`src/hw/rtl/ptds_pkg.sv`:
```
package ptds_pkg;

   localparam int DEFAULT_MAX_TASKS = 16;
   localparam int MAX_IDX_W = 8;
   localparam int TIME_W = 63;
   localparam int PERIOD_W = 48;

   localparam logic [1:0] KIND_REGISTER = 2'd0;
   localparam logic [1:0] KIND_DISPATCH = 2'd1;
   localparam logic [1:0] KIND_SET_ACTIVE = 2'd2;

   localparam logic [1:0] STATUS_OK = 2'd0;
   localparam logic [1:0] STATUS_FULL = 2'd1;
   localparam logic [1:0] STATUS_ZERO_PERIOD = 2'd2;

   typedef struct packed {
      logic [1:0] kind;
      logic [TIME_W-1:0] current_time;
      logic [PERIOD_W-1:0] period;
      logic [3:0] task_index;
      logic enable;
   } req_type;

   typedef struct packed {
      logic [1:0] status;
      logic fired;
      logic [3:0] fired_task;
      logic [4:0] tasks_in_use;
   } rsp_type;

   typedef struct packed {
      logic [MAX_IDX_W-1:0] sel_idx;
      logic period_we;
      logic [PERIOD_W-1:0] period;
      logic due_we;
      logic [TIME_W-1:0] due;
      logic active_we;
      logic active;
   } cmd_type;

   typedef struct packed {
      logic valid;
      logic found;
      logic [MAX_IDX_W-1:0] best_idx;
      logic [TIME_W-1:0] best_due;
      logic [PERIOD_W-1:0] best_period;
   } token_type;

   function automatic logic [TIME_W-1:0] due_after(input logic [TIME_W-1:0] now,
                                                   input logic [PERIOD_W-1:0] per);
      logic [TIME_W:0] sum;
      sum = {1'b0, now} + {{(TIME_W+1-PERIOD_W){1'b0}}, per};
      due_after = sum[TIME_W] ? {TIME_W{1'b1}} : sum[TIME_W-1:0];
   endfunction

endpackage

```
`src/hw/rtl/ptds_cell.sv`:
```
module ptds_cell #(
   parameter int INDEX = 0
) (
   input  logic clock,
   input  logic reset,
   input  ptds_pkg::cmd_type cmd,
   input  logic [ptds_pkg::TIME_W-1:0] now,
   input  ptds_pkg::token_type token_in,
   output ptds_pkg::token_type token_out
);
   import ptds_pkg::*;

   logic [PERIOD_W-1:0] period_ff;
   logic [TIME_W-1:0] due_ff;
   logic active_ff;
   token_type token_ff;
   token_type token_in_sel;
   logic hit;
   logic eligible;
   logic take;

   assign hit = (cmd.sel_idx == MAX_IDX_W'(INDEX));
   assign eligible = active_ff && (due_ff <= now);
   assign take = eligible && (!token_in.found || (due_ff < token_in.best_due));

   always_comb begin
      token_in_sel = token_in;
      if (take) begin
         token_in_sel.found = 1'b1;
         token_in_sel.best_idx = MAX_IDX_W'(INDEX);
         token_in_sel.best_due = due_ff;
         token_in_sel.best_period = period_ff;
      end
   end

   always_ff @(posedge clock) begin
      if (hit && cmd.period_we) begin
         period_ff <= cmd.period;
      end
      if (hit && cmd.due_we) begin
         due_ff <= cmd.due;
      end
   end

   always_ff @(posedge clock) begin
      if (reset) begin
         active_ff <= 1'b0;
      end else if (hit && cmd.active_we) begin
         active_ff <= cmd.active;
      end
   end

   // token moves one cell per cycle
   always_ff @(posedge clock) begin
      if (reset) begin
         token_ff.valid <= 1'b0;
      end else begin
         token_ff <= token_in_sel;
      end
   end

   assign token_out = token_ff;

endmodule

```
`config.mk`:
```
export PLATFORM = sky130hd
export DESIGN_NAME = ptds_cell
export DESIGN_NICKNAME = d
export VERILOG_FILES = /design/src/hw/rtl/ptds_pkg.sv /design/src/hw/rtl/ptds_cell.sv
export SDC_FILE = /design/constraint.sdc
export NUM_CORES = 1
export LEC_CHECK = 0
export BUFFER_PORTS_ARGS = -buffer_cell sky130_fd_sc_hd__buf_4
export CELL_PAD_IN_SITES_DETAIL_PLACEMENT = 1
export CELL_PAD_IN_SITES_GLOBAL_PLACEMENT = 1
export CORE_MARGIN = 1
export CORE_UTILIZATION = 30
export DETAILED_ROUTE_END_ITERATION = 16
export GPL_ROUTABILITY_DRIVEN = 0
export MAX_ROUTING_LAYER = met4
export PLACE_DENSITY = 0.63
export SYNTH_ARGS = -nofsm -noshare
export SYNTH_HDL_FRONTEND = slang
export SYNTH_SLANG_ARGS = --single-unit
```
`constraint.sdc`:
```
create_clock -name clock -period 4.7 [get_ports clock]
set_input_delay 0.94 -clock clock [delete_from_list [all_inputs] [get_ports clock]]
set_output_delay 0.94 -clock clock [all_outputs]
set_load 0.1 [all_outputs]
```
# ---- Word-level counts from Yosys, hierarchy flattened
# Index checks and enable logic that the tools add are counted.
dict set report word_totals {
  in_bits 309
  out_inout_bits 121
  word_cells 19
  memories 0
  latch_bits 0
  romBits 0
  register_bits 233
  ramBits 0
}
dict set report op_classes {
  div_mod_pow 0
  magnitude_cmp 2
  shift 0
  eq_ne 0
  n_reduce_logical 8
  bitwise 0
  n_mul 0
  muxes 1
  n_addsub 0
}
# op count
set ops {}
lappend ops {{two-way mux 111 bit} 1}
lappend ops {{less-or-equal comparator 63 bit} 1}
lappend ops {{less-than comparator 63 bit} 1}
lappend ops {{zero test 8 bit} 1}
lappend ops {{logical AND 1 bit} 5}
lappend ops {{zero test 1 bit} 1}
lappend ops {{logical OR 1 bit} 1}

# ---- Depth between registers and ports, before layout
dict set report logic_depth {
  ltp_word 4
  mapped_depth 12
  mapped_depth_nobuf 10
}

# ---- Least setup slack after synthesis
# OpenSTA, ideal clock, no wires.
dict set report synth_timing {
  path_type {input to register}
  startpoint {input port reset}
  endpoint {register token_ff, in the netlist token_out[0] (enable)}
  setup_slack_ns 0.969
  setup_ns 0.473
  required_ns 4.227
  arrival_ns 3.258
  path_stages 1
  n_path_buf 0
  cell_sequence {inv_1}
}
# item line_no
set synth_rtl {}
lappend synth_rtl {{start: declaration} ptds_cell.sv:5} ;# input logic reset,
lappend synth_rtl {{end signal: assignment} ptds_cell.sv:58} ;# token_ff <= token_in_sel;
lappend synth_rtl {{end: declaration} ptds_cell.sv:16} ;# token_type token_ff;
# No word-level cell between the ends.

==> run metrics <==
Clock transition at path regs=0.06 ns; gr usage total=0.1769; wl on met1=14.88 mm; total of max-cap violations=0; Rows=73; Final TNS setup=0 ns; crit path kind=in -> reg; initial antenna violation count=1; CTS tree=built; Setup Buffers After CTS=0; Avg WL per Cell=20.01 um; Cells after Synth=821; DP HPWL=29.27 mm; H-Tree Depth=1; # resized after CTS=0; hold depth=1; R2R cell count=11; routed wire length=36.58 mm; Critical Path Sink Type=register; final worst-path cycle share=0.7738; final cell area excluding filler cells=0.01674 mm2; final net count=1713; final setup vio count=0; post-route ant nets=0; Initial Util=0.3040; Fill cells=4249; Max FO, Critical Path=31; vias in the first global route=8709; GR Overflow Total=0; CP arrival=3.95 ns; synth unique cells=39; Placed Area=0.01588 mm2; layout cell share with drive strength beyond 1=0.4585; final count of pins violating max slew=0; HP Class=reg -> reg; Max IR drop VDD=0.2547 mV; actual slew at the worst max-slew pin=1.015 ns; FF+latch area=0.006977 mm2; main area contributors after synthesis=edfxtp_1, ha_1, mux2_4; share of the synthesized area in the top cell type=0.5742; largest net degree at the start of global routing=90; hold endpoint=token_out[19]; drt pass-1 iters=4; Detailed Route Iter0 Violations=253; required time worst endpoint=5.01 ns; Synth Warn #=0; post-synthesis sequential area ratio=0.5775; post-synthesis net count=1255; Max Clock Freq=275.0 MHz; Multi-input gate area=0.004389 mm2; worst reg2reg path startpoint=due_ff[18]; cts bufs inserted=29; Routed met3 length=2.371 mm; critical path launch point type=input pin; Post-CTS Hold Buffers=0; first-pass GRT wire length=52.80 mm; Period minus WS final=3.637 ns; clock skew=0.01752 ns; Hold Vio Cnt, Final=0; DR WL met2=18.55 mm; leakage=7.547 nW; Port Buffers=429; Sink Count=233; DR top layer=met4; unrepaired setup endpoints after global routing=no; Core Footprint=0.03973 mm2; register bit total from synthesis=233; reg-to-reg slack, setup=1.10 ns; syn avg cell area=14.71 um2; Worst-Skew Late Latency=0.57 ns; Die Height=202.7 um; drt via density=4.526; Boundary Pins=430; pwr/cell area=337.9 mW/mm2; reg-to-reg endpoint=token_out[3]; # DRC=0; Layout area overhead=38.57%; routed vias=8274; Util after Layout=0.4213; CTS Buffer Depth=3; CTS root buffer=clkbuf_16; hold_sp=period_ff[19]; status=finished, final reports clean; Max-Slew Margin vs Limit=0.3231; die footprint=0.04108 mm2; Mapped Area=0.01208 mm2; Yosys top cell by area=edfxtp_1; die width=202.7 um
## flip-flops by register name, indices dropped and copies added, names as in the netlist
signal	cells
token_out	121
active_ff	1
due_ff	63
period_ff	48
## critical path, stage by stage
cell      delay (ns)
buf_4           0.08
inv_1           0.04
ha_1            0.31
nand4_1         0.20
nor4_2          0.53
nor4b_4         0.38
nand4_2         0.19
a211oi_4        0.40
buf_12          0.27
buf_12          0.21
mux2_2          0.36
## metal layers
metal / GRT usage / vias up
met1: 0.2069 / 4014
met3: 0.04462 / 46
met5: - / -
met4: 0.04726 / 0
met2: 0.3010 / 236
li1: - / 3978
## placed cells by master, fill, tap and decap left out, types with 3 or more instances in the layout
master / n
or4_1: 3
clkinv_1: 3
nor2_1: 10
mux2_2: 19
clkbuf_1: 12
nor2b_1: 10
nand3_1: 11
nand4_1: 26
o21ai_0: 17
clkinv_2: 8
mux2_4: 90
a21o_1: 19
nor3_1: 5
a211oi_1: 7
buf_4: 435
edfxtp_1: 231
clkbuf_16: 29
inv_1: 129
a21oi_1: 48
buf_12: 5
ha_1: 125
nand3b_1: 3
nand2_1: 25
nor4_1: 4
## where the power goes
group          switching (mW)  total, mW  internal [mW]
clock network           0.886       2.04           1.16
logic                   0.820       1.20          0.379
registers              0.0312       2.41           2.38
## per-stage QoR
| step | hold slack (ns) | cells | power (mW) | worst slack, ns |
|---|---|---|---|---|
| 2_1_floorplan | 0.4432 | 821 | 3.250 | 0.9694 |
| 3_3_place_gp | 0.5260 | 1773 | 3.651 | 0.4957 |
| 3_5_place_dp | 0.5370 | 1773 | 3.665 | 0.4420 |
| 4_1_cts | 0.4990 | 1827 | 5.742 | 1.027 |
| 5_1_grt | 0.5102 | 1828 | 5.851 | 0.7545 |
| 6_report | 0.5365 | 1828 | 5.657 | 1.063 |
## Yosys cell counts
| cell | instances |
|---|---|
| nand4_2 | 2 |
| mux2_1 | 2 |
| nand3b_1 | 3 |
| o21ai_1 | 1 |
| nor3_1 | 5 |
| o211ai_2 | 1 |
| nand4_1 | 26 |
| mux2_2 | 19 |
| edfxtp_1 | 231 |
| or4_1 | 3 |
| and3_1 | 1 |
| a22oi_1 | 2 |
| a221oi_1 | 2 |
| nand3_1 | 11 |
| ha_1 | 125 |
| nand2_1 | 25 |
| nor4_2 | 1 |
| dfxtp_1 | 2 |
| o21ai_0 | 17 |
| a211oi_2 | 1 |
| a21o_1 | 19 |
| mux2_4 | 90 |
| and2_1 | 2 |
| buf_6 | 2 |
| a31oi_1 | 2 |
| a21oi_1 | 48 |
| inv_1 | 130 |
| a211oi_1 | 7 |
| nor4b_4 | 1 |
| o41ai_1 | 1 |
| nor2_1 | 10 |
| a221o_1 | 1 |
| a2111oi_0 | 1 |
| buf_12 | 10 |
| buf_8 | 1 |
| o31ai_1 | 1 |
| o2111ai_1 | 1 |
| nor2b_1 | 10 |
| nor4_1 | 4 |
## cell type report
| class | instances | area share |
|---|---|---|
| diodes | 1 | 0.0001495 |
| clock buffers | 42 | 0.04686 |
| clock inverters | 12 | 0.004260 |
| inverters | 130 | 0.02945 |
| multi-input cells | 445 | 0.2622 |
| flip-flops and latches | 233 | 0.4168 |
| well taps | 525 | 0.03924 |
| repair buffers | 440 | 0.2011 |
## cell families after synthesis
| logic type | count (synthesis) | synth area share |
|---|---|---|
| fa+ha+maj | 125 | 0.1295 |
| buf+inv | 143 | 0.06007 |
| simple gates | 104 | 0.04857 |
| flops | 233 | 0.5775 |
| compound gates | 105 | 0.05293 |
| mux | 111 | 0.1314 |
## worst max-delay path by stage
stage                          to  startpoint  depth (start not counted)
floorplan            token_out[0]       reset                          1
global placement    token_out[35]     now[58]                         11
detailed placement   token_out[3]     now[61]                         11
CTS                 token_out[37]  due_ff[58]                          9
global route        token_out[37]  due_ff[24]                          8
finish               token_out[3]     now[54]                         11
Power figures use the tool's default switching activity.
